File: config.mk
export PLATFORM = sky130hd
export DESIGN_NAME = identity_number_check_digits
export DESIGN_NICKNAME = d
export VERILOG_FILES = /design/src/rtl/idcd_pkg.sv /design/src/rtl/idcd_accum.sv /design/src/rtl/idcd_check.sv /design/src/rtl/identity_number_check_digits.sv
export SDC_FILE = /design/constraint.sdc
export NUM_CORES = 1
export LEC_CHECK = 0
export ABC_AREA = 0
export BUFFER_PORTS_ARGS = -buffer_cell sky130_fd_sc_hd__buf_4
export CELL_PAD_IN_SITES_DETAIL_PLACEMENT = 1
export CELL_PAD_IN_SITES_GLOBAL_PLACEMENT = 2
export CORE_MARGIN = 2
export CORE_UTILIZATION = 41
export DETAILED_ROUTE_END_ITERATION = 10
export PLACE_DENSITY_LB_ADDON = 0.1
export SLEW_MARGIN = 20
export SYNTH_ARGS = -nofsm -noshare
export SYNTH_HDL_FRONTEND = slang
export SYNTH_HIERARCHICAL = 1
export SYNTH_SLANG_ARGS = --single-unit
export TNS_END_PERCENT = 10
File: constraint.sdc
create_clock -name clock -period 11 [get_ports clock]
set_clock_uncertainty 0.2 [all_clocks]
set_input_delay 2.75 -clock clock [delete_from_list [all_inputs] [get_ports clock]]
set_output_delay 2.75 -clock clock [all_outputs]
set_load 0.05 [all_outputs]
File: src/rtl/idcd_pkg.sv
// Shared types, constants and a helper function for the identity number check block.
package idcd_pkg;

   localparam logic [7:0] ASCII_ZERO = 8'd48;
   localparam logic [7:0] ASCII_NINE = 8'd57;
   localparam logic [3:0] ID_LENGTH = 4'd11;
   localparam logic [3:0] COUNT_SAT = 4'd12;
   localparam logic [3:0] TENTH_POS = 4'd9;
   localparam logic [8:0] WEIGHT_EVEN = 9'd7;
   localparam logic [8:0] MOD_BIAS = 9'd40;

   // Failure codes, first failing check wins
   typedef enum logic [2:0] {
      REASON_OK       = 3'd0,
      REASON_LENGTH   = 3'd1,
      REASON_NONDIGIT = 3'd2,
      REASON_LEADZERO = 3'd3,
      REASON_CHECK1   = 3'd4,
      REASON_CHECK2   = 3'd5
   } reason_type;

   // Accumulator contents after the current character has been applied
   typedef struct packed {
      logic [3:0] count;
      logic [5:0] even_sum;
      logic [5:0] odd_sum;
      logic [3:0] tenth;
      logic       nondigit;
      logic       lead_zero;
      logic [3:0] digit;
   } acc_type;

   // Remainder mod 10 of a value below 512, by reciprocal multiply
   function automatic logic [3:0] mod10(input logic [8:0] x);
      logic [16:0] prod;
      logic [5:0]  quot;
      logic [8:0]  quot_x10;
      logic [8:0]  rem;
      prod     = {8'd0, x} * 17'd205;
      quot     = prod[16:11];
      quot_x10 = {3'd0, quot} * 9'd10;
      rem      = x - quot_x10;
      return rem[3:0];
   endfunction

endpackage

File: src/rtl/idcd_accum.sv
// Position counter, digit sums and flags that accumulate over one identity number.
module idcd_accum (
   input  logic            clock,
   input  logic            reset,
   input  logic            step,
   input  logic [7:0]      char_code,
   input  logic            last_char,
   output idcd_pkg::acc_type acc
);

   logic [3:0] count_ff, count_in;
   logic [5:0] even_ff, even_in;
   logic [5:0] odd_ff, odd_in;
   logic [3:0] tenth_ff, tenth_in;
   logic       nondigit_ff, nondigit_in;
   logic       lead_ff, lead_in;
   logic       is_digit;
   logic [7:0] digit_wide;
   logic [3:0] digit;

   // Decode the character
   assign is_digit   = (char_code >= idcd_pkg::ASCII_ZERO) && (char_code <= idcd_pkg::ASCII_NINE);
   assign digit_wide = char_code - idcd_pkg::ASCII_ZERO;
   assign digit      = is_digit ? digit_wide[3:0] : 4'd0;

   // Apply the character to the running state
   always_comb begin
      count_in    = count_ff;
      even_in     = even_ff;
      odd_in      = odd_ff;
      tenth_in    = tenth_ff;
      nondigit_in = nondigit_ff;
      lead_in     = lead_ff;
      if (count_ff < idcd_pkg::ID_LENGTH) begin
         if (!is_digit) begin
            nondigit_in = 1'b1;
         end else if (count_ff == idcd_pkg::TENTH_POS) begin
            tenth_in = digit;
         end else if (count_ff < idcd_pkg::TENTH_POS) begin
            if (!count_ff[0]) begin
               even_in = even_ff + {2'd0, digit};
            end else begin
               odd_in = odd_ff + {2'd0, digit};
            end
         end
         if ((count_ff == 4'd0) && is_digit && (digit == 4'd0)) begin
            lead_in = 1'b1;
         end
      end
      if (count_ff < idcd_pkg::COUNT_SAT) begin
         count_in = count_ff + 4'd1;
      end
   end

   assign acc = '{count: count_in, even_sum: even_in, odd_sum: odd_in, tenth: tenth_in,
                  nondigit: nondigit_in, lead_zero: lead_in, digit: digit};

   // Advance on each word, clear after the final character
   always_ff @(posedge clock) begin
      if (reset || (step && last_char)) begin
         count_ff    <= '0;
         even_ff     <= '0;
         odd_ff      <= '0;
         tenth_ff    <= '0;
         nondigit_ff <= 1'b0;
         lead_ff     <= 1'b0;
      end else if (step) begin
         count_ff    <= count_in;
         even_ff     <= even_in;
         odd_ff      <= odd_in;
         tenth_ff    <= tenth_in;
         nondigit_ff <= nondigit_in;
         lead_ff     <= lead_in;
      end
   end

endmodule

File: src/rtl/idcd_check.sv
// Final checks on the accumulated number: length, digits, leading zero, two check digits.
module idcd_check (
   input  idcd_pkg::acc_type    acc,
   output logic                 is_valid,
   output idcd_pkg::reason_type reason
);

   logic [8:0] chk1_sum;
   logic [8:0] chk2_sum;
   logic [3:0] chk1;
   logic [3:0] chk2;

   // Weighted check: (7*even - odd) mod 10, biased to stay nonnegative
   assign chk1_sum = {3'd0, acc.even_sum} * idcd_pkg::WEIGHT_EVEN + idcd_pkg::MOD_BIAS
                     - {3'd0, acc.odd_sum};
   assign chk2_sum = {3'd0, acc.even_sum} + {3'd0, acc.odd_sum} + {5'd0, acc.tenth};
   assign chk1     = idcd_pkg::mod10(chk1_sum);
   assign chk2     = idcd_pkg::mod10(chk2_sum);

   // Pick the first failing check
   always_comb begin
      if (acc.count != idcd_pkg::ID_LENGTH) begin
         reason = idcd_pkg::REASON_LENGTH;
      end else if (acc.nondigit) begin
         reason = idcd_pkg::REASON_NONDIGIT;
      end else if (acc.lead_zero) begin
         reason = idcd_pkg::REASON_LEADZERO;
      end else if (chk1 != acc.tenth) begin
         reason = idcd_pkg::REASON_CHECK1;
      end else if (chk2 != acc.digit) begin
         reason = idcd_pkg::REASON_CHECK2;
      end else begin
         reason = idcd_pkg::REASON_OK;
      end
   end

   assign is_valid = (reason == idcd_pkg::REASON_OK);

endmodule

File: src/rtl/identity_number_check_digits.sv
// Registers in order: input register, then result register holding the result word.
// Throughput: one character per cycle unless a final one stalls; the input register,
//   accumulator update and check logic form one stage feeding the result register.
// A full result register that is not taken stalls only a final character.
// Reset (synchronous, active high) empties both registers and clears all sums and flags.
// Top level of the identity number check block.
module identity_number_check_digits (
   input  logic       clock,
   input  logic       reset,
   input  logic       req_tvalid,
   output logic       req_tready,
   input  logic [7:0] req_tdata,   // [7:0] char_code
   input  logic       req_tlast,   // last_char
   output logic       rsp_tvalid,
   input  logic       rsp_tready,
   output logic [7:0] rsp_tdata    // [0] is_valid, [3:1] fail_reason, [7:4] zero
);

   logic                 s1_valid_ff, s1_valid_in;
   logic [7:0]           s1_char_ff;
   logic                 s1_last_ff;
   logic                 s1_advance;
   logic                 out_valid_ff, out_valid_in;
   logic                 out_is_valid_ff;
   idcd_pkg::reason_type out_reason_ff;
   idcd_pkg::acc_type    acc;
   logic                 chk_is_valid;
   idcd_pkg::reason_type chk_reason;

   // Stage advances unless a final character meets a full, stalled result register
   assign s1_advance  = s1_valid_ff && (!s1_last_ff || !out_valid_ff || rsp_tready);
   assign req_tready  = !s1_valid_ff || s1_advance;
   assign s1_valid_in = (req_tvalid && req_tready) || (s1_valid_ff && !s1_advance);

   // Hold the incoming word
   always_ff @(posedge clock) begin
      if (reset) begin
         s1_valid_ff <= 1'b0;
      end else begin
         s1_valid_ff <= s1_valid_in;
      end
   end

   always_ff @(posedge clock) begin
      if (req_tvalid && req_tready) begin
         s1_char_ff <= req_tdata;
         s1_last_ff <= req_tlast;
      end
   end

   idcd_accum u_accum (
      .clock     (clock),
      .reset     (reset),
      .step      (s1_advance),
      .char_code (s1_char_ff),
      .last_char (s1_last_ff),
      .acc       (acc)
   );

   idcd_check u_check (
      .acc      (acc),
      .is_valid (chk_is_valid),
      .reason   (chk_reason)
   );

   // Result register: load on a final character, drop when taken
   assign out_valid_in = (s1_advance && s1_last_ff) || (out_valid_ff && !rsp_tready);

   always_ff @(posedge clock) begin
      if (reset) begin
         out_valid_ff <= 1'b0;
      end else begin
         out_valid_ff <= out_valid_in;
      end
   end

   always_ff @(posedge clock) begin
      if (s1_advance && s1_last_ff) begin
         out_is_valid_ff <= chk_is_valid;
         out_reason_ff   <= chk_reason;
      end
   end

   assign rsp_tvalid = out_valid_ff;
   assign rsp_tdata  = {4'd0, out_reason_ff, out_is_valid_ff};

   // A final character that advances always produces a result word next cycle
   assert property (@(posedge clock) disable iff (reset)
      (s1_advance && s1_last_ff) |=> out_valid_ff)
      else $error("final character did not load a result");

   // The valid flag agrees with the reason code
   assert property (@(posedge clock) disable iff (reset)
      out_valid_ff |-> (out_is_valid_ff == (out_reason_ff == idcd_pkg::REASON_OK)))
      else $error("is_valid disagrees with fail_reason");

   // A stalled final character never overwrites a pending result
   assert property (@(posedge clock) disable iff (reset)
      (out_valid_ff && !rsp_tready) |-> !(s1_advance && s1_last_ff))
      else $error("pending result overwritten");

   // The input stage keeps its word while it cannot advance
   assert property (@(posedge clock) disable iff (reset)
      (s1_valid_ff && !s1_advance) |=> (s1_valid_ff && $stable(s1_char_ff)))
      else $error("stalled input word lost");

endmodule

# ---- Yosys cells after proc, flatten, opt, wreduce, memory -nomap -nowiden
# Cells that the tools add are included.
dict set report op_classes {
  mul 5
  add_sub_neg 10
  mux 24
  n_lt_le_gt_ge 5
  reduce_logical 22
  n_eq_ne 4
}
# operator count
set ops {}
lappend ops {{6-bit two-way mux} 10}
lappend ops {{9-bit by 8-bit multiplier with 17-bit output, second input constant} 2}
lappend ops {{4-bit two-way mux} 5}
lappend ops {{3-bit two-way mux} 5}
lappend ops {{6-bit by 4-bit adder with 6-bit output} 2}
lappend ops {{4-bit less-than comparator, second input constant} 3}
lappend ops {{6-bit by 3-bit multiplier with 3-bit output, second input constant} 2}
lappend ops {{9-bit by 6-bit adder with 9-bit output, second input constant} 1}
lappend ops {{6-bit by 3-bit multiplier with 9-bit output, second input constant} 1}
lappend ops {{9-bit by 6-bit subtractor with 9-bit output} 1}
lappend ops {{7-bit by 4-bit adder with 8-bit output} 1}
lappend ops {{8-bit by 6-bit >= comparator with 1-bit output, second input constant} 1}
lappend ops {{8-bit by 6-bit less-or-equal comparator with 1-bit output, second input constant} 1}
lappend ops {{1-bit logical AND} 8}
lappend ops {{4-bit logical NOT} 2}
lappend ops {{4-bit inequality test} 2}
lappend ops {{4-bit subtractor} 2}
lappend ops {{6-bit by 6-bit adder with 7-bit output} 1}
lappend ops {{1-bit logical OR} 6}
lappend ops {{1-bit logical NOT} 5}
lappend ops {{4-bit by 1-bit adder with 4-bit output, second input constant} 1}
lappend ops {{4-bit == test, second input constant} 1}
lappend ops {{1-bit two-way mux} 4}
lappend ops {{4-bit inequality test, second input constant} 1}
lappend ops {{2 further kinds} 2}
dict set report word_totals {
  input_bits 13
  word_cells 82
  register_bits 37
  out_inout_bits 10
}

# ---- Logic depth before layout (Yosys ltp)
# Gate-level depths: netlist (run 1).
dict set report logic_depth {
  word_depth 21
  mapped_depth 46
  depth_no_buf 45
}

# ---- Hierarchy
# Netlist (run 1), hierarchy kept.
# module seq_area_each_um2 area_per_inst_um2 n_inst cells_per_inst
set modules_own_cells {}
lappend modules_own_cells {idcd_check 0.0 3191.8 1 340}
lappend modules_own_cells {idcd_accum 440.4 1795.5 1 226}
lappend modules_own_cells {identity_number_check_digits 430.4 535.5 1 31}

# ---- Least setup slack after synthesis (run 1)
# OpenSTA, ideal clock, no wires.
dict set report synth_path {
  path_kind {flip-flop to flip-flop}
  start {register s1_char_ff[6]}
  end {register out_reason_ff[2] (data pin)}
  period_less_slack_ns 9.873
  path_buffers 1
  arrival_time_ns 9.414
  path_stages_with_launch 45
  setup_slack_ns 1.127
  t_required_ns 10.541
  setup_ns 0.259
  cell_sequence {edfxtp_1 -> nand4bb_1 -> clkbuf_1 -> nor2_1 -> nand2_1 -> xnor2_1 -> ha_1 -> nand2b_1 -> mux2i_1 -> a21boi_0 -> nor2_1 -> xor2_1 -> fa_1 -> fa_1 -> fa_1 -> inv_1 -> ha_1 -> a31oi_1 -> (+9 left out) -> fa_1 -> inv_1 -> ha_1 -> ha_1 -> a21oi_1 -> o21ai_1 -> a21oi_4 -> xnor2_1 -> ha_1 -> inv_1 -> fa_1 -> xnor2_1 -> xnor2_1 -> xnor2_1 -> xnor2_1 -> and4_1 -> mux2i_1 -> o31a_1}
}
# element line
set synth_lines {}
lappend synth_lines {{start: declaration} identity_number_check_digits.sv:20} ;# logic [7:0] s1_char_ff;
lappend synth_lines {{start signal: assignment} identity_number_check_digits.sv:46} ;# s1_char_ff <= req_tdata;
lappend synth_lines {{end signal: assignment} identity_number_check_digits.sv:80} ;# out_reason_ff <= chk_reason;
lappend synth_lines {{end: declaration} identity_number_check_digits.sv:25} ;# idcd_pkg::reason_type out_reason_ff;

==> results of run 1 <==
metrics by stage:
step | std cells | total power [mW] | setup WS, ns | util, %
after global routing | 789 | 0.462 | -0.0166 | 45.8
final | 790 | 0.436 | 0.736 | 45.9
after CTS | 788 | 0.441 | 0.327 | 45.5
after global placement | 780 | 0.264 | 0.640 | 44.2
after detailed placement | 780 | 0.269 | 0.372 | 44.2
after floorplan | 600 | 0.244 | 1.13 | -
kinds of logic after synthesis:
| family | share of synthesized area [%] |
|---|---|
| AOI/OAI and AO/OA | 12.7 |
| xor gates and xnor gates | 8.16 |
| adders and majority gates | 39.1 |
| buffers and inverters | 9.13 |
| DFF | 15.8 |
| muxes | 3.60 |
| other | 0.0679 |
| and+or+nand+nor | 11.4 |
registers in the layout, summed over array words and instances, names as in the netlist, 3 cells and up:
signal and count:
u_accum/even_ff 6, s1_char_ff 8, u_accum/count_ff 4, u_accum/tenth_ff 4, out_reason_ff 3, u_accum/odd_ff 6
worst max-delay path: cells and delay by family, from the launching register on:
family          cells  cell delay [ns]
simple gates        5             0.89
fa+ha+maj          13             4.93
buf+inv             7             0.43
compound gates      7             1.37
flops               1             0.61
xor+xnor            7             1.08
mux                 2             0.44
synthesized netlist by cell type (4+ instances only):
cell	count	area, um2
ha_1	104	1300
o21ai_0	12	60.1
a21o_1	5	37.5
mux2i_1	12	120
a31oi_1	4	25.0
clkbuf_1	9	33.8
edfxtp_1	13	390
nor2_1	35	131
nand2_1	33	124
o31ai_1	4	30.0
nand2b_1	5	31.3
a2111o_1	4	45.0
nor2b_1	9	56.3
buf_4	7	52.6
nand3_1	8	40.0
xor2_1	16	140
o21ai_1	4	20.0
a21oi_1	31	155
fa_1	42	841
dfxtp_1	24	480
mux2_2	7	78.8
o211a_1	4	40.0
inv_1	105	394
xnor2_1	31	272
nor3_1	4	20.0
routing by layer:
layer | track usage (%) | up-vias | wire, um
met5 | 0 | - | 0
met4 | 3.75 | 0 | 159
met3 | 2.23 | 14 | 172
met2 | 32.0 | 29 | 5890
met1 | 27.1 | 2015 | 6630
li1 | - | 2042 | -
what timing repair did:
| item | in CTS | in global routing |
|---|---|---|
| endpoints found under the setup margin | 0 | 3 |
| gates resized for setup | 0 | 7 |
| setup buffers | 0 | 1 |
power by group through the flow:
stage,sequential (mW),combinational (mW),clock (mW)
floorplan,0.151,0.0929,0
global placement,0.152,0.112,0
detailed placement,0.152,0.116,0
CTS,0.149,0.117,0.175
global route,0.150,0.131,0.181
finish,0.149,0.115,0.171
cell type report:
cell class,count,area [um2],area share [%]
well taps,176,220,3.64
clock inverters,2,37.5,0.621
diodes,1,2.50,0.0414
inverters,105,394,6.52
multi-input cells,438,4200,69.4
clock buffers,6,139,2.30
repair buffers,25,188,3.10
flip-flops and latches,37,871,14.4
worst paths after layout:
check                             to  slack, ns  depth (start not counted)
setup reg to reg    out_reason_ff[2]       0.74                         41
hold reg to reg   u_accum/even_ff[5]       0.29                          2
hold / removal    u_accum/even_ff[5]       0.29                          2
setup / recovery    out_reason_ff[2]       0.74                         41
==> key figures, run 1 <==
Placement
  – Final Wtd Congestion: 0.847
  – Dpl hpwl: 11100 um
  – Cell Area, Placed: 5820 um2
  – IO Port Bufs: 18

STA
  – Maximum clock rate: 97.4 MHz
  – Setup_tns: 0 ns
  – Fin Hold WS: 0.286 ns
  – Slew Limit Fails: 0
  – Final hold violations: 0
  – Fin crit share: 93.3%
  – Worst Tran Pin Value: 0.697 ns
  – Min Clock Period, post-route: 10.26 ns
  – Slew HR: 53.5%
  – # setup viols final: 0

Power
  – Sequential share of power: 34.3%
  – Power share of the clock group: 39.2%
  – Internal power: 0.309 mW
  – Maximum vdd drop: 0.0549 mV
  – Cell Pwr Density: 72.0 nW/um2
  – Leak: 3.09 nW
  – Switching Power: 0.127 mW
  – Comb pwr share: 26.5%
  – Sw frac: 29.2%

Drt
  – Drt total wl: 12900 um
  – # DRC: 0
  – 1st-pass router iterations: 5
  – Initial DRC count: 195
  – Post-DR wirelength/cell: 16.3 um
  – Number of vias per cell: 5.19
  – Vias: 4100
  – Routed Antenna Nets: 0

Floorplanning
  – Initial Util: 41.9%
  – Die H: 120 um
  – Ports: 23
  – DIE WIDTH: 120 um
  – DIE AREA: 14400 um2
  – Cell row count: 42
  – Core area: 13200 um2

CTS
  – CTS tree: done
  – Root Driver: clkbuf_16
  – Max clock buf depth: 2
  – Hold_buf cts: 0
  – Clock Latency Late Sink: 0.29 ns
  – Clk sink count: 37
  – Clock buffer count from CTS: 5
  – H-tree depth: 2
  – Clock transition at path regs: 0.06 ns

Setup path
  – Reg-to-Reg Start: s1_char_ff[1]
  – Slowest stage delay, CP: 0.61 ns
  – CP arrival: 10.10 ns
  – Crit path launch: s1_char_ff[1]
  – CP Capture Type: register
  – Crit path max fanout: 15
  – WP data required: 10.84 ns
  – Kind of critical path: reg2reg
  – Startpoint types: register
  – Critical path's slowest cell: edfxtp_1

Global route
  – Largest net degree at the start of global routing: 18
  – Initial antenna violation count: 0
  – First-pass GRT wire length: 22000 um
  – GRT overflow: 0
  – Tot GR Track Use: 19.3%
  – Vias in the first global route: 4427

Synth
  – Syn Inst Count: 597
  – Synth Warn #: 6
  – Synth cell types: 74
  – Number of synthesized register bits: 37
  – Syn avg cell area: 9.25 um2
  – Post-synthesis instance area: 5520 um2
  – Main flop type after synthesis: dfxtp_1
  – Post-synth ARST share: 0%
  – Post-synth EDFFs: 13
  – Register area share after synthesis: 15.8%

Cells and area
  – Area growth syn-to-layout: 9.52%
  – Nets: 771
  – Commonest non-fill, non-tap cell in the layout: inv_1
  – Most frequent cells in the layout: inv_1, ha_1, fa_1
  – Design Area, Final: 6050 um2
  – # fillers: 1565
  – Ratio of cells with drive above 1 in the final layout: 9.62%

Flow run
  – MaxCap Viol Count: 0

Worst hold path
  – Hold path startpoint: u_accum/even_ff[5]
  – Hold crit path type: reg2reg

Status
  – Status: finished clean
Note: power is estimated with default switching activity, not from simulation.
==> run 2, diff against run 1 <==
--- a/config.mk
+++ b/config.mk
@@ -10,7 +10,7 @@
 export CELL_PAD_IN_SITES_DETAIL_PLACEMENT = 1
 export CELL_PAD_IN_SITES_GLOBAL_PLACEMENT = 2
 export CORE_MARGIN = 2
-export CORE_UTILIZATION = 41
+export CORE_UTILIZATION = 40
 export DETAILED_ROUTE_END_ITERATION = 10
 export PLACE_DENSITY_LB_ADDON = 0.1
 export SLEW_MARGIN = 20
@@ -18,4 +18,4 @@
 export SYNTH_HDL_FRONTEND = slang
 export SYNTH_HIERARCHICAL = 1
 export SYNTH_SLANG_ARGS = --single-unit
-export TNS_END_PERCENT = 10
+export TNS_END_PERCENT = 20
==> constraint.sdc (replaced) <==
create_clock -name clock -period 11 [get_ports clock]
set_clock_uncertainty 0.2 [all_clocks]
set_input_delay 0 -clock clock [delete_from_list [all_inputs] [get_ports clock]]
set_output_delay 0 -clock clock [all_outputs]
set_load 0.05 [all_outputs]
==> key figures, run 2 (same netlist as run 1, synthesis figures left out) <==
Power
  – Switching Power: 0.128 mW (+0.92%)
  – Maximum vdd drop: 0.0791 mV (+44%)
  – Sequential share of power: 34.2% (about the same)
  – Internal power: 0.306 mW (-0.80%)
  – Comb pwr share: 28.0% (+1.5 points)
  – Sw frac: 29.5% (+0.36 points)
  – Power share of the clock group: 37.8% (-1.4 points)
  – Total power: 0.434 mW (-0.30%)
  – Cell Pwr Density: 70.7 nW/um2 (-1.9%)
  – Leak: 3.13 nW (+1.6%)

Floorplanning
  – DIE WIDTH: 122 um (+1.2%)
  – Initial Util: 41.4% (-0.49 points)
  – Cell row count: 42 (unchanged)
  – DIE AREA: 14800 um2 (+2.4%)
  – Ports: 23 (unchanged)
  – Core area: 13300 um2 (+1.2%)
  – Die H: 122 um (+1.2%)

STA
  – Fin Hold WS: 0.102 ns (-0.184 ns)
  – Maximum clock rate: 96.9 MHz (-0.54%)
  – Final hold violations: 0 (unchanged)
  – Slew HR: 46.5% (-7.1 points)
  – # setup viols final: 0 (unchanged)
  – Setup_tns: 0 ns (unchanged)
  – RSZ-0062 raised after global routing: false
  – Worst Tran Pin Value: 0.803 ns (+0.106 ns)
  – Fin crit share: 93.8% (+0.51 points)
  – Slew Limit Fails: 0 (unchanged)
  – Min Clock Period, post-route: 10.32 ns (+0.0557 ns)

Setup path
  – Kind of critical path: reg2reg
  – Setup slack, reg-to-reg: 0.68 ns (-0.06 ns)
  – FF-to-FF path depth: 43 (+4.9%)
  – Slowest stage delay, CP: 0.53 ns (-0.08 ns)
  – Reg-to-Reg Start: s1_char_ff[7]
  – Startpoint types: register
  – RR Endpoint: out_reason_ff[2]
  – WP data required: 10.83 ns (about the same)
  – Critical path's slowest cell: fa_1
  – Crit path max fanout: 5 (-10)
  – CP arrival: 10.15 ns (+0.05 ns)
  – CP Capture Type: register

CTS
  – Max clock buf depth: 2 (unchanged)
  – CTS tree: done
  – H-tree depth: 2 (unchanged)
  – Clock Latency Late Sink: 0.29 ns (about the same)
  – Clock transition at path regs: 0.06 ns (about the same)
  – Root Driver: clkbuf_16
  – Clk sink count: 37 (unchanged)
  – Clock buffer count from CTS: 5 (unchanged)

Drt
  – Vias: 4116 (+0.39%)
  – Number of vias per cell: 5.13 (-1.1%)
  – Initial DRC count: 152 (-22%)
  – # DRC: 0 (unchanged)
  – Routed Antenna Nets: 0 (unchanged)
  – 1st-pass router iterations: 4 (-1)
  – Post-DR wirelength/cell: 16.8 um (+3.2%)
  – Drt total wl: 13500 um (+4.8%)

Cells and area
  – Design Area, Final: 6140 um2 (+1.6%)
  – Multi-input gate area in the final layout: 4180 um2 (-0.39%)
  – Area growth syn-to-layout: 11.3%
  – Nets: 784 (+1.7%)
  – Top reg by flops: s1_char_ff
  – Post-route insts no fill: 802 (+1.5%)
  – FF/Latch Area: 871 um2 (unchanged)
  – # diodes: 0 (-1)
  – Ratio of cells with drive above 1 in the final layout: 8.95% (-0.68 points)
  – # fillers: 1559 (-0.38%)
  – Most frequent cells in the layout: inv_1, ha_1, fa_1
  – Largest registers: s1_char_ff x8, u_accum/even_ff x6, u_accum/odd_ff x6
  – Max reg flops: 8 (unchanged)
  – Commonest non-fill, non-tap cell in the layout: inv_1

Worst hold path
  – Hold path startpoint: req_tvalid
  – Hold crit path type: in2reg
  – Hold Path Stages: 2 (unchanged)
  – Hold Path End: s1_last_ff

Global route
  – Largest net degree at the start of global routing: 21 (+3)
  – First-pass GRT wire length: 22900 um (+4.2%)
  – Tot GR Track Use: 19.8% (+0.56 points)
  – GRT overflow: 0 (unchanged)
  – Initial antenna violation count: 0 (unchanged)
  – Vias in the first global route: 4603 (+4.0%)

Placement
  – IO Port Bufs: 18 (unchanged)
  – Dpl hpwl: 11300 um (+1.8%)
  – Cell Area, Placed: 5810 um2 (-0.26%)
  – Placed Cells: 778 (-0.26%)
  – Final Wtd Congestion: 0.808 (-4.6%)

Status
  – Status: finished clean

Flow run
  – MaxCap Viol Count: 0 (unchanged)
run 2: final cells by class:
cell class | count | area share [%]
Multi-Input combinational cell | 438 | 68.0
Sequential cell | 37 | 14.2
Clock buffer | 6 | 2.10
Clock inverter | 2 | 0.570
Tap cell | 176 | 3.58
Timing Repair Buffer | 38 | 5.13
Inverter | 105 | 6.41
run 2: critical path: cells and delay by family (launching register included):
family,cells,cell delay [ns]
mux,2,0.20
simple gates,7,1.13
buf+inv,5,0.36
compound gates,9,1.84
xor+xnor,7,1.23
fa+ha+maj,13,4.72
flops,1,0.39
run 2: worst max path at each step:
stage | startpoint | end | slack, ns | depth (start not counted)
floorplan | s1_char_ff[6] | out_reason_ff[2] | 1.13 | 44
global placement | s1_char_ff[7] | out_reason_ff[2] | 0.62 | 43
detailed placement | s1_char_ff[1] | out_reason_ff[2] | 0.33 | 42
CTS | s1_char_ff[1] | out_reason_ff[2] | 0.32 | 42
global route | u_accum/count_ff[0] | out_reason_ff[2] | 0.01 | 42
finish | s1_char_ff[7] | out_reason_ff[2] | 0.68 | 43
run 2: per-stage QoR:
step                      utilization (%)  worst slack [ns]
after global placement               43.5             0.618
after floorplan                         -              1.13
after detailed placement             43.5             0.329
after CTS                            45.7             0.318
final                                46.0             0.681
after global routing                 46.0            0.0141
run 2: power by group through the flow:
| stage | clock, mW | sequential (mW) | combinational [mW] |
|---|---|---|---|
| 4_1_cts | 0.170 | 0.150 | 0.121 |
| 6_report | 0.164 | 0.149 | 0.121 |
| 2_1_floorplan | 0 | 0.151 | 0.0929 |
| 3_3_place_gp | 0 | 0.152 | 0.114 |
| 5_1_grt | 0.174 | 0.149 | 0.136 |
| 3_5_place_dp | 0 | 0.153 | 0.117 |
run 2: timing repair:
| item | CTS | global route |
|---|---|---|
| setup buffers | 0 | 4 |
| resized for setup | 0 | 5 |
| hold endpoints to repair | 11 | 0 |
| endpoints found under the setup margin | 0 | 3 |
| hold buffers | 12 | 0 |
run 2: layer usage:
| layer | global-route usage (%) | vias up | wire, um |
|---|---|---|---|
| li1 | - | 2062 | - |
| met1 | 26.7 | 2027 | 6760 |
| met2 | 34.6 | 22 | 6400 |
| met3 | 2.44 | 5 | 226 |
| met4 | 3.38 | 0 | 79 |
| met5 | 0 | - | 0 |
==> run 3, diff against run 2 <==
--- a/config.mk
+++ b/config.mk
@@ -10,9 +10,10 @@
 export CELL_PAD_IN_SITES_DETAIL_PLACEMENT = 1
 export CELL_PAD_IN_SITES_GLOBAL_PLACEMENT = 2
 export CORE_MARGIN = 2
-export CORE_UTILIZATION = 40
+export CORE_UTILIZATION = 41
 export DETAILED_ROUTE_END_ITERATION = 10
-export PLACE_DENSITY_LB_ADDON = 0.1
+export PLACE_DENSITY_LB_ADDON = 0.2
+export SKIP_CTS_REPAIR_TIMING = 1
 export SLEW_MARGIN = 20
 export SYNTH_ARGS = -nofsm -noshare
 export SYNTH_HDL_FRONTEND = slang
==> key figures, run 3 (same netlist as run 1, synthesis figures left out) <==
Drt
  – 1st-pass router iterations: 4 (unchanged)
  – Number of vias per cell: 5.14 (+0.11%)
  – Post-DR wirelength/cell: 16.2 um (-3.5%)
  – Routed Antenna Nets: 0 (unchanged)
  – Drt total wl: 13100 um (-3.1%)
  – Vias: 4136 (+0.49%)
  – Initial DRC count: 193 (+27%)
  – # DRC: 0 (unchanged)

Placement
  – Worst slack, placed: 0.462 ns (+0.133 ns)
  – IO Port Bufs: 18 (unchanged)
  – Placed Cells: 779 (+0.13%)
  – Final Wtd Congestion: 0.869 (+7.5%)
  – Dpl hpwl: 11100 um (-1.8%)

Setup path
  – Startpoint types: register
  – CP arrival: 10.15 ns (about the same)
  – Reg-to-Reg Start: s1_char_ff[2]
  – Crit path max fanout: 12 (+7)
  – Slowest stage delay, CP: 0.59 ns (+0.06 ns)
  – Worst Setup EP: out_reason_ff[2]
  – Setup slack, reg-to-reg: 0.70 ns (+0.02 ns)
  – RR Endpoint: out_reason_ff[2]
  – FF-to-FF path depth: 41 (-4.7%)
  – Critical path's slowest cell: edfxtp_1
  – WP data required: 10.84 ns (about the same)
  – Crit path launch: s1_char_ff[2]
  – CP Capture Type: register
  – Kind of critical path: reg2reg

Cells and area
  – Area growth syn-to-layout: 12.2%
  – Commonest non-fill, non-tap cell in the layout: inv_1
  – # diodes: 0 (unchanged)
  – Most frequent cells in the layout: inv_1, ha_1, fa_1
  – Ratio of cells with drive above 1 in the final layout: 10.2% (+1.2 points)
  – Largest registers: s1_char_ff x8, u_accum/even_ff x6, u_accum/odd_ff x6
  – Max reg flops: 8 (unchanged)
  – Post-route insts no fill: 805 (+0.37%)
  – Top reg by flops: s1_char_ff
  – Nets: 787 (+0.38%)

Power
  – Leak: 3.15 nW (+0.51%)
  – Switching Power: 0.134 mW (+4.7%)
  – Total power: 0.432 mW (-0.57%)
  – Internal power: 0.298 mW (-2.8%)
  – Sequential share of power: 34.5% (+0.3 points)
  – Maximum vdd drop: 0.0587 mV (-26%)
  – Power share of the clock group: 37.7% (about the same)
  – Cell Pwr Density: 69.7 nW/um2 (-1.4%)
  – Sw frac: 31.1% (+1.6 points)
  – Comb pwr share: 27.8% (-0.2 points)

Global route
  – GRT overflow: 0 (unchanged)
  – Tot GR Track Use: 19.5% (-0.34 points)
  – Initial antenna violation count: 0 (unchanged)
  – Largest net degree at the start of global routing: 17 (-19%)
  – First-pass GRT wire length: 22300 um (-2.9%)
  – Vias in the first global route: 4448 (-3.4%)

STA
  – Final hold violations: 0 (unchanged)
  – Maximum clock rate: 97.1 MHz (+0.17%)
  – Slew HR: 21.8% (-25 points)
  – Slew Limit Fails: 0 (unchanged)
  – Final worst setup slack: 0.698 ns (+0.0174 ns)
  – Fin Hold WS: 0.134 ns (+0.0323 ns)
  – # setup viols final: 0 (unchanged)
  – Min Clock Period, post-route: 10.30 ns (-0.0174 ns)
  – Fin crit share: 93.7% (-0.16 points)
  – Worst Tran Pin Value: 1.17 ns (+0.370 ns)

Flow run
  – MaxCap Viol Count: 0 (unchanged)

Floorplanning
  – Ports: 23 (unchanged)
  – DIE AREA: 14400 um2 (-2.4%)
  – Initial Util: 41.9% (+0.49 points)
  – DIE WIDTH: 120 um (-1.2%)
  – Cell row count: 42 (unchanged)
  – Core area: 13200 um2 (-1.2%)
  – Die H: 120 um (-1.2%)

CTS
  – Max clock buf depth: 2 (unchanged)
  – CTS tree: done
  – Clock buffer count from CTS: 5 (unchanged)
  – H-tree depth: 2 (unchanged)
  – Clk sink count: 37 (unchanged)
  – Clock Latency Late Sink: 0.29 ns (about the same)
  – Root Driver: clkbuf_16
  – Clock transition at path regs: 0.06 ns (about the same)

Worst hold path
  – Hold crit path type: in2reg

Status
  – Status: finished clean
==> run 3: how the worst min path moves through the flow <==
stage	startpoint	endpoint	slack (ns)	depth (start not counted)
after CTS	req_tdata[5]	s1_char_ff[5]	-0.32	1
after global routing	rsp_tready	out_is_valid_ff	0.17	3
final	rsp_tready	out_reason_ff[2]	0.13	3
after global placement	req_tdata[5]	s1_char_ff[5]	-0.02	1
after detailed placement	req_tdata[5]	s1_char_ff[5]	-0.02	1
after floorplan	reset	rsp_tvalid	-0.13	1
==> run 3: cell type report <==
type,instances,area [um2]
clock buffers,6,150
clock inverters,2,16.3
fillers,1561,7000
inverters,105,394
multi-input cells,438,4200
flip-flops and latches,37,871
well taps,176,220
repair buffers,41,340
==> run 3: power by group through the flow <==
stage,Combinational (mW),Clock [mW],Sequential [mW]
after detailed placement,0.116,0,0.153
after floorplan,0.0929,0,0.151
after global placement,0.112,0,0.152
after CTS,0.116,0.166,0.149
final,0.120,0.163,0.149
after global routing,0.136,0.171,0.150
==> run 3: metal layers <==
layer	vias up	track usage, %	part of all wire (%)
li1	2066	-	-
met1	2030	27.5	50
met2	31	32.6	47
met3	9	2.14	2.2
met4	0	3.31	0.89
met5	-	0	0
==> run 3: critical path: cells and delay by family (launching register included) <==
family	cells	cell delay [ns]
adders and majority gates	13	4.97
AOI/OAI and AO/OA	7	1.42
buffers and inverters	7	0.47
DFF	1	0.59
muxes	2	0.42
and+or+nand+nor	5	0.89
xor gates and xnor gates	7	1.11
==> run 3: metrics by stage <==
stage | TNS [ns] | util, % | instance area [um2]
finish | 0 | 47.0 | 6190
global route | -0.000523 | 47.0 | 6190
global placement | 0 | 44.1 | 5820
floorplan | 0 | - | 5530
CTS | 0 | 45.4 | 5980
detailed placement | 0 | 44.1 | 5820
